[config.mk]
export PLATFORM = sky130hd
export DESIGN_NAME = keypad_click_autorepeat
export DESIGN_NICKNAME = d
export VERILOG_FILES = /design/src/hw/rtl/kca_pkg.sv /design/src/hw/rtl/kca_keys.sv /design/src/hw/rtl/kca_repeat.sv /design/src/hw/rtl/keypad_click_autorepeat.sv
export VERILOG_INCLUDE_DIRS = /design/src /design/src/hw/rtl
export SDC_FILE = /design/constraint.sdc
export NUM_CORES = 1
export LEC_CHECK = 0
export ABC_AREA = 1
export BUFFER_PORTS_ARGS = -buffer_cell sky130_fd_sc_hd__buf_2
export CAP_MARGIN = 20
export CORE_ASPECT_RATIO = 0.9
export CORE_MARGIN = 8
export CORE_UTILIZATION = 35
export CTS_BUF_LIST = sky130_fd_sc_hd__clkbuf_16
export CTS_CLUSTER_SIZE = 12
export DETAILED_ROUTE_END_ITERATION = 8
export HOLD_SLACK_MARGIN = 0.02
export PLACE_DENSITY = 0.57
export SLEW_MARGIN = 5
export SYNTH_ARGS = -nofsm -noshare
export SYNTH_HDL_FRONTEND = slang
export SYNTH_SLANG_ARGS = --single-unit
export TNS_END_PERCENT = 30
[constraint.sdc]
create_clock -name clk_i -period 4.35 [get_ports clk_i]
set_input_delay 0.2175 -clock clk_i [delete_from_list [all_inputs] [get_ports clk_i]]
set_output_delay 0.2175 -clock clk_i [all_outputs]
set_load 0.01 [all_outputs]
[src/hw/rtl/keypad_click_autorepeat_assert.svh]
// assertion macros for the keypad click and autorepeat block
`ifndef KEYPAD_CLICK_AUTOREPEAT_ASSERT_SVH
`define KEYPAD_CLICK_AUTOREPEAT_ASSERT_SVH

`ifndef SYNTHESIS
// property checked at every clock edge outside reset
`define KCA_ASSERT(name, clk, rstn, prop) \
  name: assert property (@(posedge clk) disable iff (!rstn) prop) \
    else $error("kca assertion failed");
// condition that must never hold outside reset
`define KCA_ASSERT_NEVER(name, clk, rstn, cond) \
  name: assert property (@(posedge clk) disable iff (!rstn) !(cond)) \
    else $error("kca forbidden condition seen");
`else
`define KCA_ASSERT(name, clk, rstn, prop)
`define KCA_ASSERT_NEVER(name, clk, rstn, cond)
`endif

`endif

[src/hw/rtl/kca_pkg.sv]
// types, key table and helpers shared by the keypad click and autorepeat block
`default_nettype none

package kca_pkg;

  localparam int unsigned KEY_COUNT = 13;
  localparam int unsigned KEY_W     = 4;
  localparam int unsigned SHOOT_W   = 2;
  localparam int unsigned PANEL_W   = 12;
  localparam int unsigned TIME_W    = 32;
  localparam int unsigned DELAY_W   = 16;

  localparam logic [KEY_W-1:0] KEY_NONE = '0;
  localparam logic [KEY_W-1:0] KEY_LAST = KEY_W'(KEY_COUNT);

  localparam logic [DELAY_W-1:0] INITIAL_DELAY_RST   = 16'd500;
  localparam logic [DELAY_W-1:0] REPEAT_INTERVAL_RST = 16'd175;

  typedef enum logic [0:0] {
    CFG_INITIAL_DELAY   = 1'b0,
    CFG_REPEAT_INTERVAL = 1'b1
  } cfg_idx_e;

  typedef logic [KEY_COUNT-1:0] key_vec_t;

  // key table in priority order: group select and the lines that must all be low
  localparam logic [KEY_COUNT-1:0] KEY_ON_PANEL = 13'b1_1111_0001_1111;
  localparam logic [PANEL_W-1:0] KEY_MASK [KEY_COUNT] = '{
    12'h010, 12'h040, 12'h080, 12'h020, 12'h100,
    12'h003, 12'h002, 12'h001,
    12'h004, 12'h008, 12'h200, 12'h400, 12'h800
  };

  typedef struct packed {
    key_vec_t         down;
    logic [KEY_W-1:0] pressed;
    logic [KEY_W-1:0] clicked;
  } keys_t;

  function automatic key_vec_t key_down_vec(input logic [SHOOT_W-1:0] shoot,
                                            input logic [PANEL_W-1:0] panel);
    key_vec_t vec;
    logic [PANEL_W-1:0] lines;
    for (int k = 0; k < KEY_COUNT; k++) begin
      lines  = KEY_ON_PANEL[k] ? panel : {{(PANEL_W-SHOOT_W){1'b0}}, shoot};
      vec[k] = ((lines & KEY_MASK[k]) == '0);
    end
    return vec;
  endfunction

  // 1-based index of the lowest set bit, 0 when none is set
  function automatic logic [KEY_W-1:0] first_key(input key_vec_t vec);
    logic [KEY_W-1:0] idx;
    idx = KEY_NONE;
    for (int k = KEY_COUNT - 1; k >= 0; k--) begin
      if (vec[k]) idx = KEY_W'(k + 1);
    end
    return idx;
  endfunction

endpackage

`default_nettype wire

[src/hw/rtl/kca_keys.sv]
// key decode: pressed vector, first pressed key and first clicked key
`default_nettype none

module kca_keys (
  input  logic [kca_pkg::SHOOT_W-1:0] shoot_i,
  input  logic [kca_pkg::PANEL_W-1:0] panel_i,
  input  logic [kca_pkg::SHOOT_W-1:0] prev_shoot_i,
  input  logic [kca_pkg::PANEL_W-1:0] prev_panel_i,
  output kca_pkg::keys_t              keys_o
);
  import kca_pkg::*;

  key_vec_t down_now;
  key_vec_t down_prev;

  always_comb begin
    down_now  = key_down_vec(shoot_i, panel_i);
    down_prev = key_down_vec(prev_shoot_i, prev_panel_i);
    keys_o.down    = down_now;
    keys_o.pressed = first_key(down_now);
    // released last scan, pressed now
    keys_o.clicked = first_key(down_now & ~down_prev);
  end

endmodule

`default_nettype wire

[src/hw/rtl/kca_repeat.sv]
// autorepeat state, line history and delay registers
`default_nettype none

module kca_repeat (
  input  logic                        clk_i,
  input  logic                        rst_ni,
  input  logic                        cfg_we_i,
  input  logic                        cfg_idx_i,
  input  logic [kca_pkg::DELAY_W-1:0] cfg_data_i,
  input  logic                        step_i,
  input  logic                        mode_i,
  input  logic [kca_pkg::SHOOT_W-1:0] shoot_i,
  input  logic [kca_pkg::PANEL_W-1:0] panel_i,
  input  logic [kca_pkg::TIME_W-1:0]  time_i,
  input  kca_pkg::keys_t              keys_i,
  output logic [kca_pkg::SHOOT_W-1:0] prev_shoot_o,
  output logic [kca_pkg::PANEL_W-1:0] prev_panel_o,
  output logic [kca_pkg::KEY_W-1:0]   pressed_o,
  output logic [kca_pkg::KEY_W-1:0]   clicked_o,
  output logic [kca_pkg::KEY_W-1:0]   repeat_o
);
  import kca_pkg::*;

  `include "keypad_click_autorepeat_assert.svh"

  logic [DELAY_W-1:0] init_delay_q, interval_q;
  logic [SHOOT_W-1:0] prev_shoot_q, prev_shoot_d;
  logic [PANEL_W-1:0] prev_panel_q, prev_panel_d;
  logic [KEY_W-1:0]   held_key_q, held_key_d;
  logic [TIME_W-1:0]  held_since_q, held_since_d;
  logic               repeating_q, repeating_d;

  logic [KEY_W-1:0]   held_idx;
  logic               held_down;
  logic [DELAY_W-1:0] limit;
  logic [TIME_W-1:0]  elapsed;
  logic               fire;
  logic [KEY_W-1:0]   rep;
  cfg_idx_e           cfg_sel;

  assign cfg_sel = cfg_idx_e'(cfg_idx_i);

  always_ff @(posedge clk_i or negedge rst_ni) begin
    if (!rst_ni) begin
      init_delay_q <= INITIAL_DELAY_RST;
      interval_q   <= REPEAT_INTERVAL_RST;
    end else if (cfg_we_i) begin
      case (cfg_sel)
        CFG_INITIAL_DELAY:   init_delay_q <= cfg_data_i;
        CFG_REPEAT_INTERVAL: interval_q   <= cfg_data_i;
        default: ;
      endcase
    end
  end

  always_comb begin
    held_idx  = held_key_q - KEY_W'(1);
    held_down = 1'b0;
    if (held_key_q != KEY_NONE && held_key_q <= KEY_LAST) begin
      held_down = keys_i.down[held_idx];
    end
    limit   = repeating_q ? interval_q : init_delay_q;
    elapsed = time_i - held_since_q;
    // negative elapsed time never repeats
    fire    = !elapsed[TIME_W-1] && (elapsed > {{(TIME_W-DELAY_W){1'b0}}, limit});
  end

  always_comb begin
    prev_shoot_d = prev_shoot_q;
    prev_panel_d = prev_panel_q;
    held_key_d   = held_key_q;
    held_since_d = held_since_q;
    repeating_d  = repeating_q;
    rep          = KEY_NONE;
    if (mode_i) begin
      held_key_d = KEY_NONE;
    end else begin
      prev_shoot_d = shoot_i;
      prev_panel_d = panel_i;
      if (keys_i.clicked != KEY_NONE) begin
        held_key_d   = keys_i.clicked;
        repeating_d  = 1'b0;
        held_since_d = time_i;
        rep          = keys_i.clicked;
      end else if (held_down) begin
        if (fire) begin
          repeating_d  = 1'b1;
          held_since_d = time_i;
          rep          = held_key_q;
        end
      end else begin
        held_key_d = KEY_NONE;
      end
    end
  end

  always_ff @(posedge clk_i or negedge rst_ni) begin
    if (!rst_ni) begin
      prev_shoot_q <= '0;
      prev_panel_q <= '0;
      held_key_q   <= KEY_NONE;
      held_since_q <= '0;
      repeating_q  <= 1'b0;
    end else if (step_i) begin
      prev_shoot_q <= prev_shoot_d;
      prev_panel_q <= prev_panel_d;
      held_key_q   <= held_key_d;
      held_since_q <= held_since_d;
      repeating_q  <= repeating_d;
    end
  end

  assign prev_shoot_o = prev_shoot_q;
  assign prev_panel_o = prev_panel_q;
  assign pressed_o    = mode_i ? KEY_NONE : keys_i.pressed;
  assign clicked_o    = mode_i ? KEY_NONE : keys_i.clicked;
  assign repeat_o     = rep;

  `KCA_ASSERT_NEVER(held_range_a, clk_i, rst_ni, held_key_q > KEY_LAST)
  `KCA_ASSERT(clear_held_a, clk_i, rst_ni, (step_i && mode_i) |=> (held_key_q == KEY_NONE))
  `KCA_ASSERT(rep_sets_held_a, clk_i, rst_ni, (step_i && rep != KEY_NONE) |=> (held_key_q == $past(rep)))
  `KCA_ASSERT(click_wins_a, clk_i, rst_ni, (step_i && clicked_o != KEY_NONE) |-> (repeat_o == clicked_o))

endmodule

`default_nettype wire

[src/hw/rtl/keypad_click_autorepeat.sv]
// top level of the keypad click and autorepeat block
//
//  port group   dir  tdata / tuser layout (lsb first)          words
//  s_axis       in   tdata: shoot_lines[1:0], panel_lines[13:2], one scan sample
//                    time_ms[45:14], zero pad; tuser: mode
//  m_axis       out  tdata: pressed_key[3:0], clicked_key[7:4],   one result per scan
//                    repeat_key[11:8], zero pad
//  cfg          in   cfg_idx_i 0 initial delay, 1 repeat interval
//
// each word passes through the input register, then the key decode and repeat logic that
// feeds the output register; one word per cycle while m_axis_tready stays high
// the 32-bit elapsed-time subtract and compare sets the cycle time
// reset clears the line history, the held key and the input and output valid; delays
// return to 500 and 175 ms
// while a result waits with m_axis_tready low the output register holds, the input
// register still takes a word if empty, and s_axis_tready drops once it is also full
`default_nettype none

module keypad_click_autorepeat (
  input  logic        clk_i,
  input  logic        rst_ni,
  input  logic        cfg_we_i,
  input  logic        cfg_idx_i,
  input  logic [15:0] cfg_data_i,
  input  logic        s_axis_tvalid,
  output logic        s_axis_tready,
  input  logic [47:0] s_axis_tdata,   // shoot_lines, panel_lines, time_ms, pad
  input  logic        s_axis_tuser,   // mode
  output logic        m_axis_tvalid,
  input  logic        m_axis_tready,
  output logic [15:0] m_axis_tdata    // pressed_key, clicked_key, repeat_key, pad
);
  import kca_pkg::*;

  // input register
  logic               in_valid_q;
  logic               in_mode_q;
  logic [SHOOT_W-1:0] in_shoot_q;
  logic [PANEL_W-1:0] in_panel_q;
  logic [TIME_W-1:0]  in_time_q;

  // output register
  logic               out_valid_q;
  logic [KEY_W-1:0]   out_pressed_q, out_clicked_q, out_repeat_q;

  logic               advance;
  logic               step;
  logic               accept;
  keys_t              keys;
  logic [SHOOT_W-1:0] prev_shoot;
  logic [PANEL_W-1:0] prev_panel;
  logic [KEY_W-1:0]   pressed, clicked, repeat_key;

  // output slot frees up when empty or being taken
  assign advance       = !out_valid_q || m_axis_tready;
  assign s_axis_tready = !in_valid_q || advance;
  assign accept        = s_axis_tvalid && s_axis_tready;
  assign step          = in_valid_q && advance;

  always_ff @(posedge clk_i or negedge rst_ni) begin
    if (!rst_ni) begin
      in_valid_q <= 1'b0;
    end else if (s_axis_tready) begin
      in_valid_q <= s_axis_tvalid;
    end
  end

  always_ff @(posedge clk_i) begin
    if (accept) begin
      in_mode_q  <= s_axis_tuser;
      in_shoot_q <= s_axis_tdata[1:0];
      in_panel_q <= s_axis_tdata[13:2];
      in_time_q  <= s_axis_tdata[45:14];
    end
  end

  kca_keys u_keys (
    .shoot_i      (in_shoot_q),
    .panel_i      (in_panel_q),
    .prev_shoot_i (prev_shoot),
    .prev_panel_i (prev_panel),
    .keys_o       (keys)
  );

  kca_repeat u_repeat (
    .clk_i        (clk_i),
    .rst_ni       (rst_ni),
    .cfg_we_i     (cfg_we_i),
    .cfg_idx_i    (cfg_idx_i),
    .cfg_data_i   (cfg_data_i),
    .step_i       (step),
    .mode_i       (in_mode_q),
    .shoot_i      (in_shoot_q),
    .panel_i      (in_panel_q),
    .time_i       (in_time_q),
    .keys_i       (keys),
    .prev_shoot_o (prev_shoot),
    .prev_panel_o (prev_panel),
    .pressed_o    (pressed),
    .clicked_o    (clicked),
    .repeat_o     (repeat_key)
  );

  always_ff @(posedge clk_i or negedge rst_ni) begin
    if (!rst_ni) begin
      out_valid_q <= 1'b0;
    end else if (advance) begin
      out_valid_q <= in_valid_q;
    end
  end

  always_ff @(posedge clk_i) begin
    if (step) begin
      out_pressed_q <= pressed;
      out_clicked_q <= clicked;
      out_repeat_q  <= repeat_key;
    end
  end

  assign m_axis_tvalid = out_valid_q;
  assign m_axis_tdata  = {4'b0000, out_repeat_q, out_clicked_q, out_pressed_q};

endmodule

`default_nettype wire

==> impl_metrics.yaml <==
setup_path:
  cp_max_fo: 19
  cp-end-kind: "register"
  reg2reg_from: "in_time_q[0]$_DFFE_PP_"
  critPathKind: "register to register"
  startpoint_type: "register"
  ff2ff_setup_slack_ps: 450
  cp_data_arrival_time_ps: 4260
  regToRegEndpoint: "u_repeat.held_since_q[20]$_DFFE_PN0P_"
  critPathRequiredTime_ps: 4710
  reg2reg_depth: 27
sta:
  setup_viol: 0
  finalCriticalPeriod_ps: 3900
  finalHoldViolations: 0
  finClkSkew_ps: 12.3
  rsz0062_at_grt: "no"
  worst_pin_slew_ps: 938
  slew_headroom: 0.373
  period_share: 0.896
  fmax_mhz: 256
  final.setup.tns_ps: 0
  maxSlewViolCount: 0
placement:
  dpl.cell_count: 1562
  hpwlAfterDp_um: 15900
  numPortBuffers: 80
  gp_congestion: 0.869
synthesis:
  yosysTopAreaCell: "dfrtp_1"
  ys_seq_area_frac: 0.434
  synth_top_flop_cell: "dfrtp_1"
  ys_ff_latch: 140
  synth_top_cell_area_share: 0.203
  syn_inst: 1157
  synth_area_leaders: "dfrtp_1 (20%), edfxtp_1 (20%), nand2_1 (17%), inv_1 (8.6%), ha_1 (7.1%)"
  synth_area_um2: 8760
  synth_edf_count: 57
  synthArstFlopShare: 0.593
  ys_types: 45
  yosys_warnings: 0
  avgSynthCellArea_um2: 7.57
clock_network:
  clock_path_buffers: 2
  cts_tree: "built"
  root_buffer: "clkbuf_16"
  path_clk_slew_ps: 60
  cts.sinks: 140
  numCtsBuffers: 17
  post-cts-setup-buffers: 0
  htree_levels: 4
  clock_latency_ps: 430
detailed_routing:
  vias: 7344
  via_per_inst: 4.47
  drc: 0
  firstDrtPassIters: 5
  ant_nets: 0
  drt_iter0_markers: 457
  wl_per_cell_um: 12.9
  wirelength_um: 21200
cells_and_area:
  fin_cells: 1644
  fillers: 2505
  multi_input_area_um2: 4050
  register_area_um2: 3800
  area_growth_pct: 20.6
  layout_common_cells: "nand2_1 (403), inv_1 (199), buf_2 (79), nand3_1 (74), dfrtp_1 (71)"
  diodes: 0
  fin_util: 0.425
  drive_above_1_share: 0.127
  fin_nets: 1411
  layout_commonest_cell: "nand2_1"
global_routing:
  antenna_found_initial: 0
  grt_overflow: 0
  grt_pass1_vias: 7278
  grt_pass1_wl_um: 35700
  track_usage: 0.145
  grt_max_degree: 46
die:
  die_w_um: 183
  core-area_um2: 24800
  initial_utilization: 0.353
  dieArea_um2: 30300
  die_h_um: 166
  io_pins: 89
  num_rows: 55
min_path:
  hold_depth: 3
  hold_class: "input pin to register"
  hold_end: "u_repeat.interval_q[5]$_DFFE_PN1P_"
  min-delay-start: "cfg_data_i[5]"
power:
  p_leak_uw: 0.00549
  power_uw: 6500
  ir_drop_v: 0.000301
  p_per_area_nw_per_um2: 616
job:
  maxCapViolations: 0
run_status:
  status: "finished, final reports clean"
==> per-stage QoR <==
stage | area, um2 | worst slack (ps) | hold WS, ps
after detailed placement | 9480 | 379 | 260
after floorplan | 8770 | 1160 | -78.1
after global routing | 10600 | 10.1 | 29.7
after global placement | 9480 | 431 | 244
final | 10600 | 451 | 30.6
after CTS | 10500 | 346 | 20.0
==> routing by layer <==
| metal | wire length, um | vias up | track usage | part of all wire |
|---|---|---|---|---|
| li1 | - | 3883 | - | - |
| met1 | 10200 | 3303 | 0.188 | 0.48 |
| met2 | 9680 | 136 | 0.238 | 0.46 |
| met3 | 1030 | 22 | 0.0337 | 0.049 |
| met4 | 278 | 0 | 0.0403 | 0.013 |
| met5 | 0 | - | 0 | 0 |
==> cell usage after synthesis, types with 15 or more instances <==
cell	number
nand3_1	74
nand2_1	403
nand2_2	16
nor2_1	66
o21ai_0	58
a21oi_1	29
ha_1	50
mux2i_1	15
edfxtp_1	57
nand4_1	16
inv_1	200
dfrtp_1	71
==> how the worst max path moves through the flow <==
stage | slack [ps] | from | endpoint
2_1_floorplan | 1160 | in_time_q[0]$_DFFE_PP_ | u_repeat.held_since_q[31]$_DFFE_PN0P_
5_1_grt | 10 | in_time_q[0]$_DFFE_PP_ | u_repeat.held_since_q[31]$_DFFE_PN0P_
4_1_cts | 350 | in_time_q[0]$_DFFE_PP_ | u_repeat.held_since_q[20]$_DFFE_PN0P_
3_5_place_dp | 380 | in_time_q[0]$_DFFE_PP_ | u_repeat.held_since_q[20]$_DFFE_PN0P_
6_report | 450 | in_time_q[0]$_DFFE_PP_ | u_repeat.held_since_q[20]$_DFFE_PN0P_
3_3_place_gp | 430 | in_time_q[0]$_DFFE_PP_ | u_repeat.repeating_q$_DFFE_PN0P_
==> layout make-up <==
| type | count | area share |
|---|---|---|
| clock buffers | 18 | 0.0426 |
| clock inverters | 14 | 0.0109 |
| inverters | 206 | 0.0732 |
| multi-input cells | 790 | 0.383 |
| flip-flops and latches | 140 | 0.360 |
| well taps | 342 | 0.0405 |
| repair buffers | 134 | 0.0893 |
==> repair_timing <==
item                                    in CTS  in global routing
endpoints found under the setup margin       0                 28
endpoints found under the hold margin       86                  0
resized for setup                            0                  1
hold buffers                                49                  0
==> critical path, stage by stage (launching register included) <==
cell	delay, ps
edfxtp_1	350
inv_1	50
ha_1	220
fa_1	420
inv_1	110
nand2_1	60
nand2_1	70
nand3_1	80
nand2_2	110
nand2_1	70
nand2_2	100
xor2_1	100
ha_1	290
nand2_1	40
nor2_1	140
nand3_1	110
nor2_1	160
nand4_1	120
nand2_1	120
nand3_1	80
nor2_1	90
nand3_1	80
nor2_2	110
nand2_2	140
nand3_4	130
buf_4	260
nand3_1	110
nand2_1	100
==> logic make-up (layout without fill, tap and decap cells) <==
group | Yosys count | count (layout) | share of synthesized area
other | 1 | 4 | 0.000428
AO/OA/AOI/OAI | 102 | 102 | 0.0632
AND/OR/NAND/NOR | 599 | 599 | 0.285
flip-flops | 140 | 140 | 0.434
buffers and inverters | 230 | 372 | 0.106
multiplexers | 16 | 16 | 0.0184
XOR/XNOR | 18 | 18 | 0.0189
adder cells (fa/ha/maj) | 51 | 51 | 0.0737
==> sequential cells by signal (all words and copies together), names as in the netlist, 2 cells and up <==
register and cells:
u_repeat.init_delay_q 16, u_repeat.held_key_q 4, out_clicked_q 4, out_pressed_q 4
out_repeat_q 4, u_repeat.prev_panel_o 10, u_repeat.prev_shoot_o 2, in_time_q 32
u_repeat.interval_q 16, in_panel_q 10, u_repeat.held_since_q 32, in_shoot_q 2
==> power by group <==
| group | internal, uW | total, uW | switching, uW |
|---|---|---|---|
| clock | 820 | 1410 | 591 |
| sequential | 1690 | 1880 | 189 |
| combinational | 1190 | 3210 | 2020 |
| total | 3700 | 6500 | 2800 |
No activity file was read; power rests on OpenSTA's default activity.
